[config.mk]
export PLATFORM = sky130hd
export DESIGN_NAME = sha256_stream_hasher_flat
export DESIGN_NICKNAME = d
export VERILOG_FILES = /design/src/design/sha_pkg.sv /design/src/design/sha_ifs.sv /design/src/design/sha_ctrl.sv /design/src/design/sha_dp.sv /design/src/design/sha256_stream_hasher.sv /design/src/flat_wrapper.sv
export SDC_FILE = /design/constraint.sdc
export NUM_CORES = 2
export LEC_CHECK = 0
export BUFFER_PORTS_ARGS = -buffer_cell sky130_fd_sc_hd__buf_4
export CAP_MARGIN = 20
export CORE_MARGIN = 3
export CORE_UTILIZATION = 55
export CTS_CLUSTER_DIAMETER = 50
export DETAILED_ROUTE_END_ITERATION = 6
export PLACE_DENSITY = 0.73
export SLEW_MARGIN = 20
export SYNTH_ARGS = -nofsm -noshare
export SYNTH_HDL_FRONTEND = slang
export SYNTH_SLANG_ARGS = --single-unit
[constraint.sdc]
create_clock -name clk_i -period 9.39 [get_ports clk_i]
set_input_delay 1.4085 -clock clk_i [delete_from_list [all_inputs] [get_ports clk_i]]
set_output_delay 1.4085 -clock clk_i [all_outputs]
set_load 0.01 [all_outputs]
[src/design/sha_pkg.sv]
package sha_pkg;

  localparam int unsigned WordW  = 32;
  localparam int unsigned Rounds = 64;
  localparam int unsigned BlkWords = 16;
  localparam int unsigned HashWords = 8;
  localparam logic [7:0] PadMark = 8'h80;
  localparam logic [5:0] LenStart = 6'd56;

  typedef struct packed {
    logic app;         // append input byte
    logic pad;         // write padding byte
    logic pad_mark;    // padding byte is the 0x80 marker
    logic pad_len;     // length field goes into this block
    logic comp_start;  // load working vars from hash
    logic round;       // one compression round
    logic fold;        // add working vars into hash
    logic emit;        // load output register with next digest word
    logic restart;     // back to initial hash, clear fill and byte counters
  } cmd_t;

  typedef struct packed {
    logic fill_last;   // byte 63 of the block is next
    logic fill_low;    // fewer than 56 bytes held
    logic rnd_last;    // round 63 in progress
    logic emit_last;   // digest word 7 is next
    logic out_space;   // output register can take a beat
  } sts_t;

  function automatic logic [31:0] iv_word(input logic [2:0] idx);
    logic [31:0] r;
    case (idx)
      3'd0: r = 32'h6a09e667;
      3'd1: r = 32'hbb67ae85;
      3'd2: r = 32'h3c6ef372;
      3'd3: r = 32'ha54ff53a;
      3'd4: r = 32'h510e527f;
      3'd5: r = 32'h9b05688c;
      3'd6: r = 32'h1f83d9ab;
      default: r = 32'h5be0cd19;
    endcase
    return r;
  endfunction

  function automatic logic [31:0] round_k(input logic [5:0] idx);
    logic [31:0] r;
    case (idx)
      6'd0: r = 32'h428a2f98;  6'd1: r = 32'h71374491;
      6'd2: r = 32'hb5c0fbcf;  6'd3: r = 32'he9b5dba5;
      6'd4: r = 32'h3956c25b;  6'd5: r = 32'h59f111f1;
      6'd6: r = 32'h923f82a4;  6'd7: r = 32'hab1c5ed5;
      6'd8: r = 32'hd807aa98;  6'd9: r = 32'h12835b01;
      6'd10: r = 32'h243185be; 6'd11: r = 32'h550c7dc3;
      6'd12: r = 32'h72be5d74; 6'd13: r = 32'h80deb1fe;
      6'd14: r = 32'h9bdc06a7; 6'd15: r = 32'hc19bf174;
      6'd16: r = 32'he49b69c1; 6'd17: r = 32'hefbe4786;
      6'd18: r = 32'h0fc19dc6; 6'd19: r = 32'h240ca1cc;
      6'd20: r = 32'h2de92c6f; 6'd21: r = 32'h4a7484aa;
      6'd22: r = 32'h5cb0a9dc; 6'd23: r = 32'h76f988da;
      6'd24: r = 32'h983e5152; 6'd25: r = 32'ha831c66d;
      6'd26: r = 32'hb00327c8; 6'd27: r = 32'hbf597fc7;
      6'd28: r = 32'hc6e00bf3; 6'd29: r = 32'hd5a79147;
      6'd30: r = 32'h06ca6351; 6'd31: r = 32'h14292967;
      6'd32: r = 32'h27b70a85; 6'd33: r = 32'h2e1b2138;
      6'd34: r = 32'h4d2c6dfc; 6'd35: r = 32'h53380d13;
      6'd36: r = 32'h650a7354; 6'd37: r = 32'h766a0abb;
      6'd38: r = 32'h81c2c92e; 6'd39: r = 32'h92722c85;
      6'd40: r = 32'ha2bfe8a1; 6'd41: r = 32'ha81a664b;
      6'd42: r = 32'hc24b8b70; 6'd43: r = 32'hc76c51a3;
      6'd44: r = 32'hd192e819; 6'd45: r = 32'hd6990624;
      6'd46: r = 32'hf40e3585; 6'd47: r = 32'h106aa070;
      6'd48: r = 32'h19a4c116; 6'd49: r = 32'h1e376c08;
      6'd50: r = 32'h2748774c; 6'd51: r = 32'h34b0bcb5;
      6'd52: r = 32'h391c0cb3; 6'd53: r = 32'h4ed8aa4a;
      6'd54: r = 32'h5b9cca4f; 6'd55: r = 32'h682e6ff3;
      6'd56: r = 32'h748f82ee; 6'd57: r = 32'h78a5636f;
      6'd58: r = 32'h84c87814; 6'd59: r = 32'h8cc70208;
      6'd60: r = 32'h90befffa; 6'd61: r = 32'ha4506ceb;
      6'd62: r = 32'hbef9a3f7; default: r = 32'hc67178f2;
    endcase
    return r;
  endfunction

  function automatic logic [31:0] big_s0(input logic [31:0] x);
    return {x[1:0], x[31:2]} ^ {x[12:0], x[31:13]} ^ {x[21:0], x[31:22]};
  endfunction

  function automatic logic [31:0] big_s1(input logic [31:0] x);
    return {x[5:0], x[31:6]} ^ {x[10:0], x[31:11]} ^ {x[24:0], x[31:25]};
  endfunction

  function automatic logic [31:0] sml_s0(input logic [31:0] x);
    return {x[6:0], x[31:7]} ^ {x[17:0], x[31:18]} ^ {3'b000, x[31:3]};
  endfunction

  function automatic logic [31:0] sml_s1(input logic [31:0] x);
    return {x[16:0], x[31:17]} ^ {x[18:0], x[31:19]} ^ {10'd0, x[31:10]};
  endfunction

endpackage

[src/design/sha_ifs.sv]
interface sha_in_if;
  logic       valid;
  logic       ready;
  logic       mode;
  logic [7:0] data_byte;

  modport source (output valid, output mode, output data_byte, input ready);
  modport sink (input valid, input mode, input data_byte, output ready);
endinterface

interface sha_out_if;
  logic        valid;
  logic        ready;
  logic [31:0] digest_word;
  logic [2:0]  word_index;
  logic        last_word;

  modport source (output valid, output digest_word, output word_index, output last_word,
                  input ready);
  modport sink (input valid, input digest_word, input word_index, input last_word,
                output ready);
endinterface

[src/design/sha_ctrl.sv]
module sha_ctrl (
  input  logic          clk_i,
  input  logic          rst_ni,
  input  logic          in_valid_i,
  input  logic          in_mode_i,
  output logic          in_ready_o,
  input  sha_pkg::sts_t sts_i,
  output sha_pkg::cmd_t cmd_o
);

  localparam logic [2:0] S_IDLE = 3'd0;
  localparam logic [2:0] S_PAD  = 3'd1;
  localparam logic [2:0] S_COMP = 3'd2;
  localparam logic [2:0] S_FIN  = 3'd3;
  localparam logic [2:0] S_EMIT = 3'd4;

  logic [2:0] state_q, state_d;
  logic [2:0] ret_q, ret_d;
  logic       first_q, first_d;
  logic       fin_q, fin_d;

  assign in_ready_o = (state_q == S_IDLE);

  always_comb begin
    state_d = state_q;
    ret_d   = ret_q;
    first_d = first_q;
    fin_d   = fin_q;
    cmd_o   = '0;
    case (state_q)
      S_IDLE: begin
        if (in_valid_i) begin
          if (!in_mode_i) begin
            cmd_o.app = 1'b1;
            if (sts_i.fill_last) begin
              cmd_o.comp_start = 1'b1;
              ret_d   = S_IDLE;
              state_d = S_COMP;
            end
          end else begin
            first_d = 1'b1;
            fin_d   = sts_i.fill_low;
            state_d = S_PAD;
          end
        end
      end
      S_PAD: begin
        cmd_o.pad      = 1'b1;
        cmd_o.pad_mark = first_q;
        cmd_o.pad_len  = fin_q;
        first_d        = 1'b0;
        if (sts_i.fill_last) begin
          cmd_o.comp_start = 1'b1;
          ret_d   = fin_q ? S_EMIT : S_PAD;
          fin_d   = 1'b1;
          state_d = S_COMP;
        end
      end
      S_COMP: begin
        cmd_o.round = 1'b1;
        if (sts_i.rnd_last) begin
          state_d = S_FIN;
        end
      end
      S_FIN: begin
        cmd_o.fold = 1'b1;
        state_d    = ret_q;
      end
      S_EMIT: begin
        if (sts_i.out_space) begin
          cmd_o.emit = 1'b1;
          if (sts_i.emit_last) begin
            cmd_o.restart = 1'b1;
            state_d       = S_IDLE;
          end
        end
      end
      default: begin
        state_d = S_IDLE;
      end
    endcase
  end

  always_ff @(posedge clk_i or negedge rst_ni) begin
    if (!rst_ni) begin
      state_q <= S_IDLE;
      ret_q   <= S_IDLE;
      first_q <= 1'b0;
      fin_q   <= 1'b0;
    end else begin
      state_q <= state_d;
      ret_q   <= ret_d;
      first_q <= first_d;
      fin_q   <= fin_d;
    end
  end

endmodule

[src/design/sha_dp.sv]
module sha_dp (
  input  logic          clk_i,
  input  logic          rst_ni,
  input  logic [7:0]    data_byte_i,
  input  sha_pkg::cmd_t cmd_i,
  output sha_pkg::sts_t sts_o,
  input  logic          out_ready_i,
  output logic          out_valid_o,
  output logic [31:0]   digest_word_o,
  output logic [2:0]    word_index_o,
  output logic          last_word_o
);

  logic [31:0] win_q [sha_pkg::BlkWords];
  logic [31:0] v_q   [sha_pkg::HashWords];
  logic [31:0] h_q   [sha_pkg::HashWords];
  logic [5:0]  fill_q;
  logic [60:0] total_q;
  logic [5:0]  rnd_q;
  logic [2:0]  idx_q;
  logic        out_valid_q;
  logic [31:0] out_word_q;
  logic [2:0]  out_idx_q;
  logic        out_last_q;

  logic [63:0] len_bits;
  logic [5:0]  len_sh;
  logic [7:0]  len_byte;
  logic [7:0]  pad_byte;
  logic [7:0]  wr_byte;
  logic        wr_en;
  logic [31:0] w_next;
  logic [31:0] ch_v, maj_v, t1, t2;

  assign len_bits = {total_q, 3'b000};
  assign len_sh   = {3'd7 - fill_q[2:0], 3'b000};
  assign len_byte = 8'(len_bits >> len_sh);

  always_comb begin
    if (cmd_i.pad_mark) begin
      pad_byte = sha_pkg::PadMark;
    end else if (cmd_i.pad_len && (fill_q >= sha_pkg::LenStart)) begin
      pad_byte = len_byte;
    end else begin
      pad_byte = 8'h00;
    end
  end

  assign wr_en   = cmd_i.app | cmd_i.pad;
  assign wr_byte = cmd_i.app ? data_byte_i : pad_byte;

  assign w_next = win_q[0] + sha_pkg::sml_s0(win_q[1]) + win_q[9]
                + sha_pkg::sml_s1(win_q[14]);

  assign ch_v  = (v_q[4] & v_q[5]) ^ (~v_q[4] & v_q[6]);
  assign maj_v = (v_q[0] & v_q[1]) ^ (v_q[0] & v_q[2]) ^ (v_q[1] & v_q[2]);
  assign t1    = v_q[7] + sha_pkg::big_s1(v_q[4]) + ch_v + sha_pkg::round_k(rnd_q) + win_q[0];
  assign t2    = sha_pkg::big_s0(v_q[0]) + maj_v;

  // block window: bytes land here, then it slides as the message schedule
  always_ff @(posedge clk_i) begin
    if (wr_en) begin
      win_q[fill_q[5:2]][8*(3 - fill_q[1:0]) +: 8] <= wr_byte;
    end else if (cmd_i.round) begin
      for (int i = 0; i < sha_pkg::BlkWords - 1; i++) begin
        win_q[i] <= win_q[i+1];
      end
      win_q[sha_pkg::BlkWords-1] <= w_next;
    end
  end

  always_ff @(posedge clk_i) begin
    if (cmd_i.comp_start) begin
      for (int i = 0; i < sha_pkg::HashWords; i++) begin
        v_q[i] <= h_q[i];
      end
    end else if (cmd_i.round) begin
      v_q[7] <= v_q[6];
      v_q[6] <= v_q[5];
      v_q[5] <= v_q[4];
      v_q[4] <= v_q[3] + t1;
      v_q[3] <= v_q[2];
      v_q[2] <= v_q[1];
      v_q[1] <= v_q[0];
      v_q[0] <= t1 + t2;
    end
  end

  always_ff @(posedge clk_i or negedge rst_ni) begin
    if (!rst_ni) begin
      for (int i = 0; i < sha_pkg::HashWords; i++) begin
        h_q[i] <= sha_pkg::iv_word(3'(i));
      end
      fill_q  <= '0;
      total_q <= '0;
      rnd_q   <= '0;
      idx_q   <= '0;
    end else begin
      if (cmd_i.restart) begin
        for (int i = 0; i < sha_pkg::HashWords; i++) begin
          h_q[i] <= sha_pkg::iv_word(3'(i));
        end
        fill_q  <= '0;
        total_q <= '0;
      end else begin
        if (cmd_i.fold) begin
          for (int i = 0; i < sha_pkg::HashWords; i++) begin
            h_q[i] <= h_q[i] + v_q[i];
          end
        end
        if (wr_en) begin
          fill_q <= fill_q + 6'd1;
        end
        if (cmd_i.app) begin
          total_q <= total_q + 61'd1;
        end
      end
      if (cmd_i.round) begin
        rnd_q <= rnd_q + 6'd1;
      end
      if (cmd_i.emit) begin
        idx_q <= idx_q + 3'd1;
      end
    end
  end

  always_ff @(posedge clk_i or negedge rst_ni) begin
    if (!rst_ni) begin
      out_valid_q <= 1'b0;
    end else if (cmd_i.emit) begin
      out_valid_q <= 1'b1;
    end else if (out_ready_i) begin
      out_valid_q <= 1'b0;
    end
  end

  always_ff @(posedge clk_i) begin
    if (cmd_i.emit) begin
      out_word_q <= h_q[idx_q];
      out_idx_q  <= idx_q;
      out_last_q <= (idx_q == 3'd7);
    end
  end

  assign sts_o.fill_last = (fill_q == 6'd63);
  assign sts_o.fill_low  = (fill_q < sha_pkg::LenStart);
  assign sts_o.rnd_last  = (rnd_q == 6'(sha_pkg::Rounds - 1));
  assign sts_o.emit_last = (idx_q == 3'd7);
  assign sts_o.out_space = !out_valid_q || out_ready_i;

  assign out_valid_o   = out_valid_q;
  assign digest_word_o = out_word_q;
  assign word_index_o  = out_idx_q;
  assign last_word_o   = out_last_q;

endmodule

[src/design/sha256_stream_hasher.sv]
// channel | dir | payload                               | beat
// in_i    | in  | mode, data_byte                       | one message byte or a close
// out_o   | out | digest_word, word_index, last_word    | one digest word, 8 per close
//
// Append beat: the 64th byte of a block starts a compression of 64 rounds on the
// single round unit and one fold. Close: one cycle per padding byte up to byte 63,
// then compression of each padded block (one or two), then 8 output beats.
// rst_ni is asynchronous; after reset the hash is at its initial value, no bytes held.
// in_i.ready is low while a block compresses, pads or the digest drains; out_o stalls
// hold the digest sequence in place.
module sha256_stream_hasher (
  input  logic      clk_i,
  input  logic      rst_ni,
  sha_in_if.sink    in_i,
  sha_out_if.source out_o
);

  sha_pkg::cmd_t cmd;
  sha_pkg::sts_t sts;

  sha_ctrl u_ctrl (
    .clk_i      (clk_i),
    .rst_ni     (rst_ni),
    .in_valid_i (in_i.valid),
    .in_mode_i  (in_i.mode),
    .in_ready_o (in_i.ready),
    .sts_i      (sts),
    .cmd_o      (cmd)
  );

  sha_dp u_dp (
    .clk_i         (clk_i),
    .rst_ni        (rst_ni),
    .data_byte_i   (in_i.data_byte),
    .cmd_i         (cmd),
    .sts_o         (sts),
    .out_ready_i   (out_o.ready),
    .out_valid_o   (out_o.valid),
    .digest_word_o (out_o.digest_word),
    .word_index_o  (out_o.word_index),
    .last_word_o   (out_o.last_word)
  );

endmodule

[src/flat_wrapper.sv]
// flat-port wrapper written by rule: the top's interface ports become plain ports
module sha256_stream_hasher_flat 
  (clk_i, rst_ni, in_i_valid, in_i_mode, in_i_data_byte, in_i_ready, out_o_valid, out_o_digest_word, out_o_word_index, out_o_last_word, out_o_ready);
  sha_in_if in_i_i ();
  sha_out_if out_o_i ();
  input  logic clk_i;
  input  logic rst_ni;
  input wire logic [$bits(in_i_i.valid)-1:0] in_i_valid;
  input wire logic [$bits(in_i_i.mode)-1:0] in_i_mode;
  input wire logic [$bits(in_i_i.data_byte)-1:0] in_i_data_byte;
  output wire logic [$bits(in_i_i.ready)-1:0] in_i_ready;
  output wire logic [$bits(out_o_i.valid)-1:0] out_o_valid;
  output wire logic [$bits(out_o_i.digest_word)-1:0] out_o_digest_word;
  output wire logic [$bits(out_o_i.word_index)-1:0] out_o_word_index;
  output wire logic [$bits(out_o_i.last_word)-1:0] out_o_last_word;
  input wire logic [$bits(out_o_i.ready)-1:0] out_o_ready;
  assign in_i_i.valid = in_i_valid;
  assign in_i_i.mode = in_i_mode;
  assign in_i_i.data_byte = in_i_data_byte;
  assign in_i_ready = in_i_i.ready;
  assign out_o_valid = out_o_i.valid;
  assign out_o_digest_word = out_o_i.digest_word;
  assign out_o_word_index = out_o_i.word_index;
  assign out_o_last_word = out_o_i.last_word;
  assign out_o_i.ready = out_o_ready;
  sha256_stream_hasher u_core (.clk_i(clk_i), .rst_ni(rst_ni), .in_i(in_i_i), .out_o(out_o_i));
endmodule
Word level (Yosys, flattened, before mapping)
Memories as Yosys holds them, arrays and structs flattened.
Index checks and enable logic that the tools add are counted.

storage, ports and cells
  input bits = 13
  RAM bits = 768
  register bits = 377
  output and inout bits = 38
  memories kept = 3
  ROM bits = 2,048
  logic and storage cells = 177

memory list
  memory             depth  bits a word  rd ports  clocked after Yosys merged registers in  wr ports  RTL line       text
  (no name shown)    64     32           1         0                                        0         sha_pkg.sv:47  case (idx)
  u_core.u_dp.win_q  16     32           16        0                                        16        sha_dp.sv:14   logic [31:0] win_q [sha_pkg::BlkWords];
  u_core.u_dp.v_q    8      32           8         0                                        8         sha_dp.sv:15   logic [31:0] v_q [sha_pkg::HashWords];

operators by class
  reductions and logical operators = 14
  $add $sub $neg = 25
  bitwise gates (word level) = 27
  shift-type cells = 3
  equal/unequal tests = 15
  muxes and demuxes = 67
  magnitude comparators = 3

operators by type and width
  cell                                                   number
  adder 32 bit                                           18
  two-way mux 256 bit                                    2
  two-way mux 32 bit                                     13
  bitwise XOR 32 bit                                     9
  AND 32 bit                                             5
  two-way mux 61 bit                                     2
  binary-select mux 32 bit (select 3 bit)                1
  >> shifter 64 x 6 -> 8 bit                             1
  adder 61 x 1 -> 61 bit, second input constant          1
  two-way mux 3 bit                                      12
  negator 32 -> 34 bit                                   1
  variable shift 8 x 34 -> 32 bit, first input constant  1
  indexed part select 8 x 34 -> 32 bit                   1
  inverter 32 bit                                        1
  OR reduction 32 bit                                    1
  bitwise XOR 32 x 22 -> 32 bit                          1
  bitwise XOR 32 x 29 -> 32 bit                          1
  two-way mux 1 bit                                      24
  two-way mux 8 bit                                      3
  case mux 3 bit (5 select lines)                        1
  adder 6 x 1 -> 6 bit, second input constant            2
  equality test 6 bit, second input constant             2
  two-way mux 6 bit                                      2
  != test 2 x 1 -> 1 bit, second input constant          5
  other kinds (24)                                       44

Logic depth before layout (Yosys ltp)
An unclocked memory read counts as a cell.

  depth in word-level cells = 9
  gate-level depth with buffers = 41
  mapped depth without buffers = 37

Cells and area by module
From an unflattened synthesis, not the netlist that was laid out.

second synthesis, totals
  cells, all modules = 7,049
  area, all modules = 76,206.8 um^2

modules (own cells, without submodules)
  module    cells an instance  area an instance (um^2)  times used
  sha_dp    7,003              75,763.9                 1
  sha_ctrl  46                 442.9                    1

Worst setup path before layout
Ideal clock, no wire load.

  path kind = register to register
  start point = register u_core.u_dp.rnd_q[2]
  end point = memory u_core.u_dp.v_q[0][31] (data pin)
  stages on the path, launching flop included = 39
  setup slack = 0.475 ns
  arrival = 8.651 ns
  path through = dfrtp_1 clkbuf_1 inv_1 clkbuf_1 clkbuf_1 buf_1 ha_1 inv_1 nor2_1 nor3_1 o21ai_0 o31a_1 fa_1 fa_1 inv_1 fa_1 inv_1 ha_1 [3 not listed] a21oi_1 o22ai_1 a221oi_1 o21ai_1 a21o_1 a21oi_1 xnor2_1 fa_1 ha_1 a21oi_1 and3_1 a22oi_1 a211oi_1 o21ai_1 o41ai_1 xnor2_1 xnor2_1 o21ai_1

RTL lines
  what                    RTL line       text
  from (decl)             sha_dp.sv:19   logic [5:0] rnd_q;
  from (signal assigned)  sha_dp.sv:119  rnd_q <= rnd_q + 6'd1;
  to (decl)               sha_dp.sv:15

==> results.py <==
metrics = {
    "status": {
        "status": "finished with violations",
        "violations": "design-rule violations",
    },
    "detailed_routing": {
        "drt-initial-drc-count": 7168,
        "wl_um": 244000,
        "drt-wirelength-per-cell_um": 26.7,
        "vias": 58900,
        "drt_pass1_iterations": 7,
        "drcViolationCount": 2,
        "drt.antenna.violating_nets": 0,
        "via_per_inst": 6.45,
    },
    "power": {
        "power_density_mw_per_mm2": 306,
        "leakage_nw": 36.8,
        "ir_drop_uv": 269,
    },
    "layout": {
        "nNetsFinal": 7858,
        "mostFrequentLayoutCell": "nand2_1",
        "final_cell_mix": "nand2_1 (946), edfxtp_1 (804), a21o_1 (622)",
        "syn_to_final_growth_pct": 10.4,
        "nFillCells": 10900,
        "drive_gt1_share_pct": 11.6,
    },
    "floorplan": {
        "die_area_sq_mm": 0.141,
        "die_width_um": 375,
        "io-pin-count": 51,
        "core_sq_mm": 0.134,
        "die_height_um": 375,
        "rows": 134,
        "start_util_pct": 55.7,
    },
    "global_routing": {
        "top_usage_layer": "met2",
        "grt_max_degree": 181,
        "overflow": 0,
        "grt_pass1_wl_um": 365000,
        "use_met2_pct": 53.8,
        "use_met1_pct": 45.7,
        "antenna_found_initial": 3,
        "grt_pass1_vias": 57700,
        "use_met3_pct": 5.95,
        "grt_usage_pct": 34.4,
    },
    "cts": {
        "h-tree-depth": 4,
        "worstSkewPairLatency_ns": 0.79,
        "cts_root_buf": "clkbuf_16",
        "cts_buffer_depth": 3,
        "cts_made_buffers": 147,
        "cts_tree": "built",
        "hold_buffers": 0,
        "cts_sinks": 1144,
        "path_clk_slew_ns": 0.06,
    },
    "worst_setup_path": {
        "cp_slowest_cell": "a2111oi_0",
        "startpoint_type": "flip-flop",
        "crit_buf_inv": 4,
        "crit_arrival_ns": 9.48,
        "cpPeakStageDelay_ns": 0.64,
        "crit_required_ns": 9.88,
        "critPathKind": "reg -> reg",
        "cp_top_family": "adder cells",
        "cp-end-kind": "flip-flop",
        "cp_max_fo": 16,
        "path_common_cell": "fa_1",
    },
    "yosys": {
        "synth_cell_type_count": 91,
        "synthTopCellsByArea": "edfxtp_1 (32%), dfrtp_1 (6.8%), ha_1 (6.7%)",
        "synthCells": 7254,
        "synth_top_area_share_pct": 32.2,
        "synth_nets": 7863,
        "yosysWarnings": 0,
        "synth_area_sq_mm": 0.0750,
        "yosysTopAreaCell": "edfxtp_1",
        "async_reset_ff_share_pct": 29.7,
        "syn_avg_cell_area_sq_um": 10.3,
        "synth-main-ff-cell": "edfxtp_1",
        "ys_seq_elements": 1144,
        "synth_edf_count": 804,
        "ys_seq_area_share_pct": 43.8,
    },
    "timing": {
        "worst_pin_slew_ns": 1.11,
        "relSlewSlack_pct": 25.5,
        "setup_violations": 0,
        "hold_violations": 0,
        "maxSlewViolCount": 0,
        "skew_ns": 0.0364,
        "clock.fmax_mhz": 111,
        "grt_setup_unrepaired": "false",
        "setup_slack_ns": 0.401,
        "fin_crit_ns": 8.99,
        "post-route-period-util_pct": 95.7,
        "setup_tns_ns": 0,
    },
    "min_path": {
        "hold_class": "reg -> reg",
    },
    "placed_design": {
        "numPortBuffers": 50,
        "preCtsSetupSlack_ns": 0.254,
        "gp_congestion": 1.01,
        "dp_hpwl_um": 178000,
    },
    "job": {
        "drv_cap": 0,
    },
}
-- metal layers --
layer	share of wire, %	wire length, um
met4	6.5	15800
met2	45	111000
met1	39	94000
met3	9.5	23100
met5	0	0
-- power by group --
part	internal, mW	switching [mW]
clock	3.31	2.42
combinational	5.17	7.40
sequential	6.26	0.719
total	14.7	10.5
-- Yosys cell counts, types with 16 or more instances --
| library cell | n |
|---|---|
| nand2_1 | 949 |
| edfxtp_1 | 804 |
| a21o_1 | 622 |
| o21ai_0 | 494 |
| a21oi_1 | 414 |
| xnor2_1 | 414 |
| ha_1 | 401 |
| nor2_1 | 366 |
| clkbuf_1 | 347 |
| inv_1 | 269 |
| xor2_1 | 209 |
| dfrtp_1 | 204 |
| fa_1 | 195 |
| nand3_1 | 174 |
| dfstp_2 | 136 |
| nor3_1 | 110 |
| mux4_2 | 83 |
| nand2b_1 | 62 |
| mux2_2 | 60 |
| o21bai_1 | 60 |
| a211oi_1 | 58 |
| o21a_1 | 57 |
| a31oi_1 | 51 |
| buf_1 | 47 |
| o211ai_1 | 45 |
| nand4_1 | 42 |
| and3_1 | 41 |
| or3_1 | 40 |
| nor2b_1 | 38 |
| o31ai_1 | 35 |
| o22ai_1 | 33 |
| and2_1 | 32 |
| maj3_1 | 31 |
| mux2i_1 | 29 |
| buf_2 | 17 |
| a22oi_1 | 16 |
| or2_2 | 16 |
-- state kept, by name, summed over array words and instances (netlist names) --
register,count
u_core.u_ctrl.fin_q,1
u_core.u_dp.fill_q,6
u_core.u_dp.win_q,512
u_core.u_dp.h_q,256
u_core.u_dp.digest_word_o,32
u_core.u_dp.rnd_q,6
u_core.u_ctrl.state_q,3
u_core.u_dp.last_word_o,1
u_core.u_dp.idx_q,3
u_core.u_dp.out_valid_o,1
u_core.u_ctrl.ret_q,2
u_core.u_dp.total_q,61
u_core.u_dp.v_q,256
u_core.u_dp.word_index_o,3
u_core.u_ctrl.first_q,1
-- through the flow --
step	utilization, %	total power [mW]	std cells	hold slack (ns)	cell area [sq um]
after floorplan	-	15.9	7254	0.448	75000
after global placement	57.8	18.9	8861	0.470	77700
after detailed placement	57.8	19.2	8863	0.484	77700
after CTS	61.5	25.1	9129	0.498	82600
after global routing	61.5	26.8	9134	0.523	82700
final	61.5	25.3	9135	0.488	82700
-- worst paths after layout --
| check | cells past startpoint | slack [ns] | to | startpoint |
|---|---|---|---|---|
| max | 32 | 0.40 | u_core.u_dp.v_q[0][30]$_DFFE_PP_ | u_core.u_dp.rnd_q[0]$_DFFE_PN0N_ |
| min | 2 | 0.49 | u_core.u_ctrl.ret_q[0]$_DFFE_PN0P_ | u_core.u_ctrl.ret_q[0]$_DFFE_PN0P_ |
| max reg2reg | 32 | 0.40 | u_core.u_dp.v_q[0][30]$_DFFE_PP_ | u_core.u_dp.rnd_q[0]$_DFFE_PN0N_ |
| min reg2reg | 2 | 0.49 | u_core.u_ctrl.ret_q[0]$_DFFE_PN0P_ | u_core.u_ctrl.ret_q[0]$_DFFE_PN0P_ |
| max in group asynchronous | 2 | 7.08 | u_core.u_dp.h_q[54]$_DFFE_PN0P_ | rst_ni |
| min in group asynchronous | 1 | 0.62 | u_core.u_dp.h_q[193]$_DFFE_PN0P_ | rst_ni |
-- worst min-delay path: stages (launching register included) --
cell and delay, ns:
dfrtp_1 0.34, nand2_1 0.05, o31ai_1 0.06
-- logic make-up (layout without fill, tap and decap cells) --
| family | count (synthesis) | in the layout | synth area share (%) |
|---|---|---|---|
| compound gates | 2078 | 2078 | 18.0 |
| xor+xnor | 623 | 623 | 7.28 |
| fa+ha+maj | 627 | 627 | 12.3 |
| buf+inv | 683 | 795 | 3.45 |
| flops | 1144 | 1144 | 43.8 |
| mux | 172 | 172 | 3.78 |
| other cells | 0 | 1 | 0 |
| simple gates | 1927 | 1927 | 11.3 |
-- area by class of cell --
class / instances / area [sq um] / area share, %
repair buffers: 258 / 2050 / 2.48
flip-flops and latches: 1144 / 32800 / 39.7
well taps: 1768 / 2210 / 2.67
multi-input cells: 5427 / 39700 / 47.9
clock buffers: 180 / 3860 / 4.67
inverters: 271 / 1020 / 1.23
diodes: 1 / 2.50 / 0.00303
clock inverters: 86 / 1090 / 1.32
-- timing repair --
item,4_1_cts,5_1_grt
resized for setup,0,13
setup buffers,0,3
endpoints found under the setup margin,0,4
Note: power is estimated with default switching activity, not from simulation.
